===== src/hw/rtl/tsp_pkg.sv =====
// tsp_pkg: shared types, widths, register indexes and the arctangent table
// for the tilt-to-servo-pulse block. No dependencies.
`default_nettype none

package tsp_pkg;

  // Configuration registers
  localparam int unsigned CFG_IDX_W  = 2;
  localparam int unsigned CFG_DATA_W = 16;
  localparam logic [CFG_IDX_W-1:0] REG_PULSE_MIN   = 2'd0;
  localparam logic [CFG_IDX_W-1:0] REG_PULSE_SPAN  = 2'd1;
  localparam logic [CFG_IDX_W-1:0] REG_ANGLE_LIMIT = 2'd2;

  localparam logic [11:0] PULSE_MIN_RST   = 12'd500;
  localparam logic [11:0] PULSE_SPAN_RST  = 12'd2000;
  localparam logic [15:0] ANGLE_LIMIT_RST = 16'd34560;

  // Stream payload widths
  localparam int unsigned IN_TDATA_W  = 88;
  localparam int unsigned IN_TUSER_W  = 1;
  localparam int unsigned OUT_TDATA_W = 64;
  localparam int unsigned OUT_TUSER_W = 2;

  // Command codes (in_tuser)
  localparam logic CMD_ACCEL  = 1'b0;
  localparam logic CMD_TARGET = 1'b1;

  // CORDIC
  localparam int unsigned CORDIC_STEPS_DEF = 16;
  localparam int unsigned TAB_LEN          = 24;
  localparam int unsigned TAB_IDX_W        = 5;
  localparam int unsigned ATAN_W           = 22;
  localparam int unsigned VEC_W            = 26;
  localparam logic signed [VEC_W-1:0] Z_90 = 26'sd5898240;  // 90 deg, 16 frac bits
  localparam logic signed [17:0] ANGLE_MAX = 18'sd46080;    // 180 deg, 8 frac bits

  // Sequencer states
  typedef enum logic [9:0] {
    ST_IDLE  = 10'b00_0000_0001,
    ST_SQA   = 10'b00_0000_0010,
    ST_SQB   = 10'b00_0000_0100,
    ST_SQRT  = 10'b00_0000_1000,
    ST_CINIT = 10'b00_0001_0000,
    ST_CORD  = 10'b00_0010_0000,
    ST_CFIN  = 10'b00_0100_0000,
    ST_MAP   = 10'b00_1000_0000,
    ST_DIV   = 10'b01_0000_0000,
    ST_DONE  = 10'b10_0000_0000
  } state_t;

  // atan(2^-i) in degrees, 16 fraction bits
  function automatic logic [ATAN_W-1:0] atan_lut(input logic [TAB_IDX_W-1:0] idx);
    logic [ATAN_W-1:0] v;
    case (idx)
      5'd0:    v = 22'd2949120;
      5'd1:    v = 22'd1740967;
      5'd2:    v = 22'd919879;
      5'd3:    v = 22'd466945;
      5'd4:    v = 22'd234379;
      5'd5:    v = 22'd117304;
      5'd6:    v = 22'd58666;
      5'd7:    v = 22'd29335;
      5'd8:    v = 22'd14668;
      5'd9:    v = 22'd7334;
      5'd10:   v = 22'd3667;
      5'd11:   v = 22'd1833;
      5'd12:   v = 22'd917;
      5'd13:   v = 22'd458;
      5'd14:   v = 22'd229;
      5'd15:   v = 22'd115;
      5'd16:   v = 22'd57;
      5'd17:   v = 22'd29;
      5'd18:   v = 22'd14;
      5'd19:   v = 22'd7;
      5'd20:   v = 22'd4;
      5'd21:   v = 22'd2;
      5'd22:   v = 22'd1;
      default: v = 22'd0;
    endcase
    return v;
  endfunction

endpackage

`default_nettype wire


===== src/hw/rtl/tilt_to_servo_pulse_top.sv =====
// tilt_to_servo_pulse_top: tilt angles (CORDIC atan2 + digit sqrt) or direct
// target angles mapped to two servo pulse widths. Depends on tsp_pkg.
`default_nettype none

// Usage:
//  in_*  : one request per item. in_tuser is the command (0 accelerometer
//          sample, 1 direct target angle pair); in_tdata carries the sample
//          and the targets. The block takes one request at a time; in_tready
//          is high only while the sequencer is idle.
//  out_* : one result per request, from an output register. in_tready comes
//          back while a finished result still waits on out_tready.
//  cfg_* : pulse_min, pulse_span, angle_limit; write only while idle.
// For a sample the sequencer runs two squaring states, the square root digit
// loop, two CORDIC passes (load, CORDIC_STEPS steps, finish) and two pulse
// divisions (map state, then restoring divide loop) and a hand-over state; an
// axis out of range or at the limit skips its divide loop. A target pair skips
// to the divisions. The block takes no new request until the last one has been
// handed over to the output register; the square root digit loop, the shared
// CORDIC step and the restoring divider are iterated rather than pipelined.
// Reset (synchronous, rst_n low) restores the register defaults, clears both
// held pulses to 0 and drops out_tvalid. A stalled receiver holds the result
// in the output register; the next item is then parked at its last state until
// the register frees up.

module tilt_to_servo_pulse_top #(
  parameter int unsigned CORDIC_STEPS = tsp_pkg::CORDIC_STEPS_DEF
) (
  input  wire                              clk,
  input  wire                              rst_n,
  // accel_x[15:0], accel_y[31:16], accel_z[47:32], target_x[64:48],
  // target_y[81:65], zero fill [87:82]
  input  wire [tsp_pkg::IN_TDATA_W-1:0]    in_tdata,
  // command[0]
  input  wire [tsp_pkg::IN_TUSER_W-1:0]    in_tuser,
  input  wire                              in_tvalid,
  output logic                             in_tready,
  // pulse_x[12:0], pulse_y[25:13], angle_x[42:26], angle_y[59:43], zero [63:60]
  output logic [tsp_pkg::OUT_TDATA_W-1:0]  out_tdata,
  // x_in_range[0], y_in_range[1]
  output logic [tsp_pkg::OUT_TUSER_W-1:0]  out_tuser,
  output logic                             out_tvalid,
  input  wire                              out_tready,
  input  wire                              cfg_we,
  input  wire [tsp_pkg::CFG_IDX_W-1:0]     cfg_addr,
  input  wire [tsp_pkg::CFG_DATA_W-1:0]    cfg_wdata
);

  localparam int unsigned STEP_W = (CORDIC_STEPS > 1) ? $clog2(CORDIC_STEPS) : 1;
  localparam int unsigned CNT_W  = (STEP_W > tsp_pkg::TAB_IDX_W) ? STEP_W
                                                                  : tsp_pkg::TAB_IDX_W;
  localparam int unsigned VW     = tsp_pkg::VEC_W;

  localparam logic [CNT_W-1:0] CNT_CORD_LAST = CNT_W'(CORDIC_STEPS - 1);
  localparam logic [CNT_W-1:0] CNT_SQRT_LAST = CNT_W'(23);
  localparam logic [CNT_W-1:0] CNT_DIV_LAST  = CNT_W'(11);

  // ---------------------------------------------------------------------------
  // Registers
  tsp_pkg::state_t          state_r, state_nxt;
  logic [11:0]              pmin_r, pmin_nxt;
  logic [11:0]              pspan_r, pspan_nxt;
  logic [15:0]              lim_r, lim_nxt;
  logic signed [15:0]       ax_r, ax_nxt, ay_r, ay_nxt, az_r, az_nxt;
  logic signed [16:0]       angx_r, angx_nxt, angy_r, angy_nxt;
  logic                     pass_r, pass_nxt;
  logic                     axis_r, axis_nxt;
  logic [CNT_W-1:0]         cnt_r, cnt_nxt;
  logic [31:0]              sq_r, sq_nxt;
  logic [47:0]              rad_r, rad_nxt;
  logic [24:0]              srem_r, srem_nxt;
  logic [23:0]              root_r, root_nxt;
  logic signed [VW-1:0]     cx_r, cx_nxt, cy_r, cy_nxt, cz_r, cz_nxt;
  logic                     zero_r, zero_nxt;
  logic [16:0]              drem_r, drem_nxt;
  logic [11:0]              dq_r, dq_nxt;
  logic                     okx_r, okx_nxt, oky_r, oky_nxt;
  logic [12:0]              heldx_r, heldx_nxt, heldy_r, heldy_nxt;
  logic                     oval_r, oval_nxt;
  logic [tsp_pkg::OUT_TDATA_W-1:0] odata_r, odata_nxt;
  logic [tsp_pkg::OUT_TUSER_W-1:0] ouser_r, ouser_nxt;

  // ---------------------------------------------------------------------------
  // Datapath pieces
  logic signed [15:0]    mul_op;
  logic signed [31:0]    sq_prod;
  logic [26:0]           sq_t, sq_trial;
  logic signed [VW-1:0]  v_x0, v_y0;
  logic signed [VW-1:0]  c_dx, c_dy;
  logic signed [VW-1:0]  c_tab;
  logic signed [VW-1:0]  z_rnd;
  logic signed [17:0]    z_q, z_clip, z_neg;
  logic signed [16:0]    map_a;
  logic signed [17:0]    map_a18, lim18, map_apl;
  logic                  map_in, map_top;
  logic [28:0]           map_num;
  logic [17:0]           div_t, div_d;
  logic                  in_acc, out_acc;

  assign in_acc  = in_tvalid && in_tready;
  assign out_acc = oval_r && out_tready;

  // Shared 16x16 squarer
  assign mul_op  = (state_r == tsp_pkg::ST_SQA) ? ay_r : az_r;
  assign sq_prod = mul_op * mul_op;

  // Square root digit step
  assign sq_t     = {srem_r, rad_r[47:46]};
  assign sq_trial = {1'b0, root_r, 2'b01};

  // CORDIC pass operands: roll (ay, az), then pitch (-ax, magnitude)
  always_comb begin
    if (pass_r == 1'b0) begin
      v_y0 = VW'(ay_r) <<< 8;
      v_x0 = VW'(az_r) <<< 8;
    end else begin
      v_y0 = -(VW'(ax_r) <<< 8);
      v_x0 = VW'({1'b0, root_r});
    end
  end

  // CORDIC vectoring step (floor shifts)
  assign c_dx  = cy_r >>> cnt_r;
  assign c_dy  = cx_r >>> cnt_r;
  assign c_tab = VW'(tsp_pkg::atan_lut(cnt_r[tsp_pkg::TAB_IDX_W-1:0]));

  // Round to 8 fraction bits, clamp, negate
  assign z_rnd  = cz_r + VW'(128);
  assign z_q    = z_rnd[VW-1:8];
  assign z_clip = (z_q > tsp_pkg::ANGLE_MAX)  ? tsp_pkg::ANGLE_MAX :
                  (z_q < -tsp_pkg::ANGLE_MAX) ? -tsp_pkg::ANGLE_MAX : z_q;
  assign z_neg  = zero_r ? 18'sd0 : -z_clip;

  // Range check and numerator for the pulse map
  assign map_a   = axis_r ? angy_r : angx_r;
  assign map_a18 = 18'(map_a);
  assign lim18   = {2'b00, lim_r};
  assign map_in  = (map_a18 >= -lim18) && (map_a18 <= lim18);
  assign map_top = (map_a18 == lim18);
  assign map_apl = map_a18 + lim18;
  assign map_num = 29'(map_apl[16:0]) * 29'(pspan_r);

  // Restoring divider step, divisor 2*limit
  assign div_t = {drem_r, dq_r[11]};
  assign div_d = {1'b0, lim_r, 1'b0};

  // ---------------------------------------------------------------------------
  // Sequencer
  always_comb begin
    state_nxt = state_r;
    pmin_nxt  = pmin_r;
    pspan_nxt = pspan_r;
    lim_nxt   = lim_r;
    ax_nxt    = ax_r;
    ay_nxt    = ay_r;
    az_nxt    = az_r;
    angx_nxt  = angx_r;
    angy_nxt  = angy_r;
    pass_nxt  = pass_r;
    axis_nxt  = axis_r;
    cnt_nxt   = cnt_r;
    sq_nxt    = sq_r;
    rad_nxt   = rad_r;
    srem_nxt  = srem_r;
    root_nxt  = root_r;
    cx_nxt    = cx_r;
    cy_nxt    = cy_r;
    cz_nxt    = cz_r;
    zero_nxt  = zero_r;
    drem_nxt  = drem_r;
    dq_nxt    = dq_r;
    okx_nxt   = okx_r;
    oky_nxt   = oky_r;
    heldx_nxt = heldx_r;
    heldy_nxt = heldy_r;
    oval_nxt  = oval_r;
    odata_nxt = odata_r;
    ouser_nxt = ouser_r;

    // config writes
    if (cfg_we) begin
      case (cfg_addr)
        tsp_pkg::REG_PULSE_MIN:   pmin_nxt  = cfg_wdata[11:0];
        tsp_pkg::REG_PULSE_SPAN:  pspan_nxt = cfg_wdata[11:0];
        tsp_pkg::REG_ANGLE_LIMIT: lim_nxt   = cfg_wdata;
        default: ;
      endcase
    end

    if (out_acc) begin
      oval_nxt = 1'b0;
    end

    case (state_r)
      tsp_pkg::ST_IDLE: begin
        if (in_acc) begin
          ax_nxt   = in_tdata[15:0];
          ay_nxt   = in_tdata[31:16];
          az_nxt   = in_tdata[47:32];
          angx_nxt = in_tdata[64:48];
          angy_nxt = in_tdata[81:65];
          axis_nxt = 1'b0;
          pass_nxt = 1'b0;
          if (in_tuser[0] == tsp_pkg::CMD_TARGET) begin
            state_nxt = tsp_pkg::ST_MAP;
          end else begin
            state_nxt = tsp_pkg::ST_SQA;
          end
        end
      end

      tsp_pkg::ST_SQA: begin
        sq_nxt    = sq_prod;
        state_nxt = tsp_pkg::ST_SQB;
      end

      tsp_pkg::ST_SQB: begin
        rad_nxt   = {sq_r + sq_prod, 16'h0000};
        srem_nxt  = '0;
        root_nxt  = '0;
        cnt_nxt   = '0;
        state_nxt = tsp_pkg::ST_SQRT;
      end

      // one root bit per cycle
      tsp_pkg::ST_SQRT: begin
        rad_nxt = {rad_r[45:0], 2'b00};
        if (sq_t >= sq_trial) begin
          srem_nxt = 25'(sq_t - sq_trial);
          root_nxt = {root_r[22:0], 1'b1};
        end else begin
          srem_nxt = sq_t[24:0];
          root_nxt = {root_r[22:0], 1'b0};
        end
        cnt_nxt = cnt_r + CNT_W'(1);
        if (cnt_r == CNT_SQRT_LAST) begin
          state_nxt = tsp_pkg::ST_CINIT;
        end
      end

      // load vector, pre-rotate the left half-plane by 90 degrees
      tsp_pkg::ST_CINIT: begin
        zero_nxt = (v_x0 == '0) && (v_y0 == '0);
        cnt_nxt  = '0;
        if (v_x0 < 0) begin
          if (v_y0 >= 0) begin
            cx_nxt = v_y0;
            cy_nxt = -v_x0;
            cz_nxt = tsp_pkg::Z_90;
          end else begin
            cx_nxt = -v_y0;
            cy_nxt = v_x0;
            cz_nxt = -tsp_pkg::Z_90;
          end
        end else begin
          cx_nxt = v_x0;
          cy_nxt = v_y0;
          cz_nxt = '0;
        end
        state_nxt = tsp_pkg::ST_CORD;
      end

      tsp_pkg::ST_CORD: begin
        if (cy_r >= 0) begin
          cx_nxt = cx_r + c_dx;
          cy_nxt = cy_r - c_dy;
          cz_nxt = cz_r + c_tab;
        end else begin
          cx_nxt = cx_r - c_dx;
          cy_nxt = cy_r + c_dy;
          cz_nxt = cz_r - c_tab;
        end
        cnt_nxt = cnt_r + CNT_W'(1);
        if (cnt_r == CNT_CORD_LAST) begin
          state_nxt = tsp_pkg::ST_CFIN;
        end
      end

      tsp_pkg::ST_CFIN: begin
        if (pass_r == 1'b0) begin
          angx_nxt  = z_neg[16:0];
          pass_nxt  = 1'b1;
          state_nxt = tsp_pkg::ST_CINIT;
        end else begin
          angy_nxt  = z_neg[16:0];
          state_nxt = tsp_pkg::ST_MAP;
        end
      end

      // range check; top of range maps straight to min+span
      tsp_pkg::ST_MAP: begin
        drem_nxt = map_num[28:12];
        dq_nxt   = map_num[11:0];
        cnt_nxt  = '0;
        if (!map_in || map_top) begin
          if (axis_r) begin
            oky_nxt = map_in;
            if (map_in) heldy_nxt = 13'(pmin_r) + 13'(pspan_r);
            state_nxt = tsp_pkg::ST_DONE;
          end else begin
            okx_nxt = map_in;
            if (map_in) heldx_nxt = 13'(pmin_r) + 13'(pspan_r);
            axis_nxt = 1'b1;
          end
        end else begin
          state_nxt = tsp_pkg::ST_DIV;
        end
      end

      // one quotient bit per cycle
      tsp_pkg::ST_DIV: begin
        if (div_t >= div_d) begin
          drem_nxt = 17'(div_t - div_d);
          dq_nxt   = {dq_r[10:0], 1'b1};
        end else begin
          drem_nxt = div_t[16:0];
          dq_nxt   = {dq_r[10:0], 1'b0};
        end
        cnt_nxt = cnt_r + CNT_W'(1);
        if (cnt_r == CNT_DIV_LAST) begin
          if (axis_r) begin
            oky_nxt   = 1'b1;
            heldy_nxt = 13'(pmin_r) + 13'(dq_nxt);
            state_nxt = tsp_pkg::ST_DONE;
          end else begin
            okx_nxt   = 1'b1;
            heldx_nxt = 13'(pmin_r) + 13'(dq_nxt);
            axis_nxt  = 1'b1;
            state_nxt = tsp_pkg::ST_MAP;
          end
        end
      end

      // hand over to the output register once it is free
      tsp_pkg::ST_DONE: begin
        if (!oval_r || out_tready) begin
          oval_nxt  = 1'b1;
          odata_nxt = {4'b0000, angy_r, angx_r, heldy_r, heldx_r};
          ouser_nxt = {oky_r, okx_r};
          state_nxt = tsp_pkg::ST_IDLE;
        end
      end

      default: state_nxt = tsp_pkg::ST_IDLE;
    endcase
  end

  // ---------------------------------------------------------------------------
  // Control state
  always_ff @(posedge clk) begin
    if (!rst_n) begin
      state_r <= tsp_pkg::ST_IDLE;
      pmin_r  <= tsp_pkg::PULSE_MIN_RST;
      pspan_r <= tsp_pkg::PULSE_SPAN_RST;
      lim_r   <= tsp_pkg::ANGLE_LIMIT_RST;
      heldx_r <= '0;
      heldy_r <= '0;
      oval_r  <= 1'b0;
    end else begin
      state_r <= state_nxt;
      pmin_r  <= pmin_nxt;
      pspan_r <= pspan_nxt;
      lim_r   <= lim_nxt;
      heldx_r <= heldx_nxt;
      heldy_r <= heldy_nxt;
      oval_r  <= oval_nxt;
    end
  end

  // Payload
  always_ff @(posedge clk) begin
    ax_r    <= ax_nxt;
    ay_r    <= ay_nxt;
    az_r    <= az_nxt;
    angx_r  <= angx_nxt;
    angy_r  <= angy_nxt;
    pass_r  <= pass_nxt;
    axis_r  <= axis_nxt;
    cnt_r   <= cnt_nxt;
    sq_r    <= sq_nxt;
    rad_r   <= rad_nxt;
    srem_r  <= srem_nxt;
    root_r  <= root_nxt;
    cx_r    <= cx_nxt;
    cy_r    <= cy_nxt;
    cz_r    <= cz_nxt;
    zero_r  <= zero_nxt;
    drem_r  <= drem_nxt;
    dq_r    <= dq_nxt;
    okx_r   <= okx_nxt;
    oky_r   <= oky_nxt;
    odata_r <= odata_nxt;
    ouser_r <= ouser_nxt;
  end

  assign in_tready  = (state_r == tsp_pkg::ST_IDLE);
  assign out_tvalid = oval_r;
  assign out_tdata  = odata_r;
  assign out_tuser  = ouser_r;

endmodule

`default_nettype wire


===== config.mk =====
export PLATFORM = sky130hd
export DESIGN_NAME = tilt_to_servo_pulse_top
export DESIGN_NICKNAME = d
export VERILOG_FILES = /design/src/hw/rtl/tsp_pkg.sv /design/src/hw/rtl/tilt_to_servo_pulse_top.sv
export SDC_FILE = /design/constraint.sdc
export NUM_CORES = 2
export LEC_CHECK = 0
export BUFFER_PORTS_ARGS = -buffer_cell sky130_fd_sc_hd__buf_2
export CAP_MARGIN = 15
export CORE_MARGIN = 2
export CORE_UTILIZATION = 50
export CTS_CLUSTER_DIAMETER = 30
export CTS_CLUSTER_SIZE = 28
export DETAILED_ROUTE_END_ITERATION = 16
export HOLD_SLACK_MARGIN = 0.1
export MAX_ROUTING_LAYER = met4
export PLACE_DENSITY = 0.67
export SLEW_MARGIN = 20
export SYNTH_ARGS = -nofsm -noshare
export SYNTH_HDL_FRONTEND = slang
export SYNTH_SLANG_ARGS = --single-unit

===== constraint.sdc =====
create_clock -name clk -period 13.9 [get_ports clk]
set_input_delay 1.39 -clock clk [delete_from_list [all_inputs] [get_ports clk]]
set_output_delay 1.39 -clock clk [all_outputs]
set_load 0.01 [all_outputs]

# == Yosys cells after proc, flatten, opt, wreduce, memory -nomap -nowiden ==
# Memories as Yosys holds them, arrays and structs flattened. A register that Yosys moved wholly into a read port is not among the register bits.
# Index checks and enable logic that the tools add are counted.
# W data, S select, Z words.
# word_totals
register_bits,467
latch_bits,0
ramBits,0
romBits,704
in_bits,112
mem_count,1
# classes
n_addsub,19
multipliers,2
div,0
magnitude_cmp,9
eq_ne,30
shift,2
mux,77
bitwise_logic,0
reduce_logical,33
# memory_table
name,depth,word_bits,read_ports,rd_ports_with_merged_regs,wr,line,rtl
(no name shown),32,22,1,1,0,tsp_pkg.sv:54,case (idx)
# ops
cell,n
$mux W26,11
$pmux W26 S2,3
$mux W17,9
$mux W13,9
$pmux W17 S2,3
$pmux W10 S10,1
$pmux W48 S2,1
$mux W10,8
$add A26 B26 Y26,2
$ge A26 B1 Y1 const B,2
$logic_not A26 Y1,2
$neg A26 Y26,2
$pmux W13 S2,2
$sshr A26 B5 Y26,2
$sub A26 B26 Y26,2
$pmux W25 S2,1
$pmux W24 S2,1
$add A32 B32 Y32,1
$mul A16 B16 Y32,1
$mul A17 B12 Y29,1
$ge A27 B26 Y1,1
$add A12 B12 Y13,2
$add A26 B23 Y26,1
$add A26 B9 Y26 const B,1
54 further kinds,103

# == Longest topological paths before layout ==
# depth
word_depth,8
mapped_depth,44

# == Worst setup path before layout ==
# Ideal clock, no wire load.
# synth_path
path_type,register -> register
from,register state_r[9]
to,"register rad_r[47], data pin"
arrival_time_ns,9.786
t_required_ns,13.632
setup_slack_ns,3.847
path_stages_with_launch,38
n_path_buf,3
synth_period_minus_slack_ns,10.053
path_cell_list,dfxtp_1 -> nor4_1 -> and2_1 -> clkbuf_1 -> and4b_1 -> clkbuf_1 -> nand2_1 -> nand2_1 -> clkbuf_1 -> nand2_1 -> fa_1 -> fa_1 -> fa_1 -> inv_1 -> fa_1 -> fa_1 -> inv_1 -> fa_1 -> [... 2 more ...] -> and3_1 -> a31o_2 -> a31oi_1 -> nor2b_1 -> nand2b_1 -> a21oi_1 -> xnor2_1 -> ha_1 -> a2111oi_0 -> o21ai_0 -> o21ai_0 -> o21ai_0 -> o21a_1 -> o41a_1 -> a21o_1 -> a21oi_1 -> xnor2_1 -> o21ai_0
# synth_via
elab_chain_len,5
word_cells_on_any_way,7
cone_classes,add/sub: 1; mul: 1; eq/ne: 3; mux: 2
# synth_lines
item,line,rtl
start: declaration,tilt_to_servo_pulse_top.sv:59,"tsp_pkg::state_t state_r, state_nxt;"
start signal: assignment,tilt_to_servo_pulse_top.sv:351,state_r <= tsp_pkg::ST_IDLE;
start signal: assignment,tilt_to_servo_pulse_top.sv:359,state_r <= state_nxt;
$eq A10 B2 Y1,tilt_to_servo_pulse_top.sv:103,assign mul_op = (state_r == tsp_pkg::ST_SQA) ? ay_r : az_r;
$mux W16,tilt_to_servo_pulse_top.sv:103,
$mul A16 B16 Y32,tilt_to_servo_pulse_top.sv:104,assign sq_prod = mul_op * mul_op;
via sq_prod[21],tilt_to_servo_pulse_top.sv:85,logic signed [31:0] sq_prod;
$add A32 B32 Y32,tilt_to_servo_pulse_top.sv:217,"rad_nxt = {sq_r + sq_prod, 16'h0000};"
$pmux W48 S2,tilt_to_servo_pulse_top.sv:193,case (state_r)
via rad_nxt[47],tilt_to_servo_pulse_top.sv:69,"logic [47:0] rad_r, rad_nxt;"
end signal: assignment,tilt_to_servo_pulse_top.sv:380,rad_r <= rad_nxt;
end: declaration,tilt_to_servo_pulse_top.sv:69,
# The timed path passes the listed nets, and every way through them passes these cells. The select of a mux whose other input is x is not followed.
# A chain may end at the register's enable or synchronous reset.

# == Final worst setup path ==
# layout_path
from,register state_r[9]
to,"register rad_r[46], data pin"
# Same word-level chain as after synthesis.

==> metrics.md <==
| Metric | Value |
|---|---|
| Clock transition at the registers of the reported paths | around 50 ps |
| Hold Path Class | reg2reg |
| First-pass GRT wire length | 216000 um |
| Chip Width | ~320 um |
| Critical Path Source Type | register |
| Clk buf depth | 3 |
| Simple-Gate Fraction of Synth Area | between 15 and 20% |
| Chip height | 318 um |
| Post-Synthesis Cell Area | 49300 sq um |
| Largest family of logic cells by synthesized area | adder cells |
| Setup Fix Bufs, Post-CTS | 0 |
| Share of layout cells above drive strength 1 | around 11% |
| Final TNS setup | 0 ps |
| Core Region | ~98000 sq um |
| FMAX | 0.0901 GHz |
| Drt first pass iters | 7 |
| Clock H-tree levels | 3 |
| Final setup fails | 0 |
| Vias per std cell | 5.80 |
| Area fraction of the dominant cell type after synthesis | 22.7% |
| Largest net degree at the start of global routing | around 80 |
| GRT overflow | 0 |
| Endpoints failing hold | 0 |
| Count of cell types in the netlist | about 100 |
| WL final | 135000 um |
| Slowest CP cell | o21ai_0 |
| Minimum clock period | around 11000 ps |
| CP most frequent cell | fa_1 |
| Worst EP required | roughly 14000 ps |
| Row cnt | around 120 |
| CP max FO | 40 |
| Post-DP HPWL | around 100000 um |
| Clock skew | 62.1 ps |
| Worst-skew pair later-pin latency | just under 700 ps |
| Mux contribution to synthesized area | 5.65% |
| GRT Util Overall | around 28% |
| PostCTS Resize Cnt | 0 |
| Sink Count | between 400 and 500 |
| Nets | between 6000 and 7000 |
| Synth Area in Compound Gates | about 14% |
| Period utilisation layout | between 70% and 80% |
| FF+latch count, synth | between 400 and 500 |
| RSZ-0062 raised after global routing | no |
| Most area-consuming cells after synthesis | edfxtp_1 (23%), fa_1 (16%), ha_1 (9.6%) |
| Vias in the first global route | slightly below 40000 |
| Slew Viols, Final | 0 |
| Syn avg cell area | just over 9 sq um |
| Synth warnings | 0 |
| Initial drt markers | about 3600 |
| Outcome | finished clean |
| Count of input and output buffers | 169 |
| Slew HR | 29.4% |
| Worst-Margin Slew | 1060 ps |
| Vias | around 40000 |
| Worst setup EP type | register |
| CTS buffer count | around 110 |
| CTS Hold Bufs | 0 |
| Async set-reset flop share out of synthesis | 0% |
| CTS tree | built |
| Post-synth EDFFs | approximately 370 |
| Post-Syn Instances | 5335 |
| I/O pin count | 180 |
| Synth area leader | edfxtp_1 |
| DRC Markers | 0 |
| Initial antenna violation count | 7 |
| Synthesis-to-finish area growth | 12.2% |
| Peak per-stage delay on the critical path | just over 700 ps |
| Routed len/inst | 19.8 um |
| # fillers | approximately 8600 |
| Adder-cell share of the synthesized area | 25.6% |
| # Max-Cap Violations | 0 |
| Total die area | 101000 sq um |
| Routability Congestion | 0.977 |
| Post-synthesis xor/xnor area fraction | about 6.1% |
| Kind of critical path | reg2reg |
| Ys flop type | edfxtp_1 |
| Critical Path AT | 11460 ps |
| Seq/Total Area, Yosys | a little over a quarter |
| Routed Antenna Nets | 0 |
| Starting Density | 50.3% |
| Root buffer cell | clkbuf_16 |
==> kinds of logic after synthesis <==
| kind of cell | Yosys count |
|---|---|
| and+or+nand+nor | 1643 |
| AOI/OAI and AO/OA | 1053 |
| buffers and inverters | 854 |
| adders and majority gates | 772 |
| DFF | 472 |
| xor gates and xnor gates | 342 |
| muxes | 198 |
| other | 1 |
==> worst paths after layout <==
kind,from,end,slack [ps],cells past startpoint
setup / recovery,state_r[9]$_SDFFE_PN0P_,rad_r[46]$_DFFE_PP_,2800,36
hold / removal,oky_r$_DFFE_PP_,out_tuser[1]$_DFFE_PP_,420,0
setup reg to reg,state_r[9]$_SDFFE_PN0P_,rad_r[46]$_DFFE_PP_,2800,36
hold reg to reg,oky_r$_DFFE_PP_,out_tuser[1]$_DFFE_PP_,420,0
==> cell usage after synthesis (32+ instances only) <==
master / n
inv_1: 625
o31ai_1: 43
nand4_1: 33
xnor2_1: 238
mux2i_1: 93
mux2_2: 49
nor2_1: 431
a211oi_1: 46
a21oi_1: 306
fa_1: 393
and2_1: 73
nand2b_1: 52
a31oi_1: 35
a21o_1: 114
mux4_2: 46
xor2_1: 104
o21ai_0: 219
nor3_1: 85
ha_1: 378
nand3_1: 90
dfxtp_1: 99
nor2b_1: 54
edfxtp_1: 373
o21a_1: 42
clkbuf_1: 163
o21bai_1: 32
nand2_1: 655
o211ai_1: 33
==> through the flow <==
step	std cells	util, %	hold WS (ps)	cell area (sq um)	worst slack, ps
final	6852	56.4	422	55200	2800
after global routing	6852	56.4	433	55200	2000
after CTS	6847	56.3	421	55200	2820
after detailed placement	6639	52.4	414	51300	2920
after global placement	6639	52.4	405	51300	3000
after floorplan	5338	-	400	49300	3850
==> critical path: cells and delay by family (launching register included) <==
kind	cells	cell delay, ps
adders and majority gates	8	3580
AOI/OAI and AO/OA	11	3280
and+or+nand+nor	9	2400
buffers and inverters	6	890
DFF	1	330
xor gates and xnor gates	2	240
==> layout make-up <==
class	count	area [sq um]	area share [%]
Antenna cell	5	12.5	0.0226
Clock buffer	121	2840	5.15
Clock inverter	87	1060	1.93
Inverter	633	2380	4.30
Multi-Input combinational cell	4012	32800	59.4
Sequential cell	472	13200	23.9
Tap cell	1287	1610	2.91
Timing Repair Buffer	235	1340	2.43
==> routing by layer <==
| layer | GRT usage, % | up-vias | wire (um) |
|---|---|---|---|
| met1 | 36.7 | 19400 | 58400 |
| met5 | - | - | 0 |
| met3 | 4.92 | 204 | 10700 |
| met4 | 7.30 | 0 | 3230 |
| li1 | - | 18700 | - |
| met2 | 43.4 | 1462 | 63000 |
==> sequential cells by signal (all words and copies together) (netlist names), 13 cells and up <==
register / cells
az_r: 16
angy_r: 17
lim_r: 16
rad_r: 32
cy_r: 26
angx_r: 17
out_tdata: 60
cx_r: 26
heldx_r: 13
heldy_r: 13
ax_r: 16
c_tab: 22
root_r: 24
srem_r: 25
drem_r: 17
cz_r: 26
ay_r: 16
sq_r: 31
==> placed cells by master, fill, tap and decap left out, types with 104 or more instances in the layout <==
master / instances
fa_1: 393
ha_1: 378
inv_1: 625
xor2_1: 104
buf_2: 169
nand2_1: 654
edfxtp_1: 373
a21oi_1: 304
o21ai_0: 219
nor2_1: 430
clkbuf_16: 110
a21o_1: 114
xnor2_1: 237
Power is not shown: default switching activity piles up to over one toggle a cycle in this logic, so the estimate is an artifact.
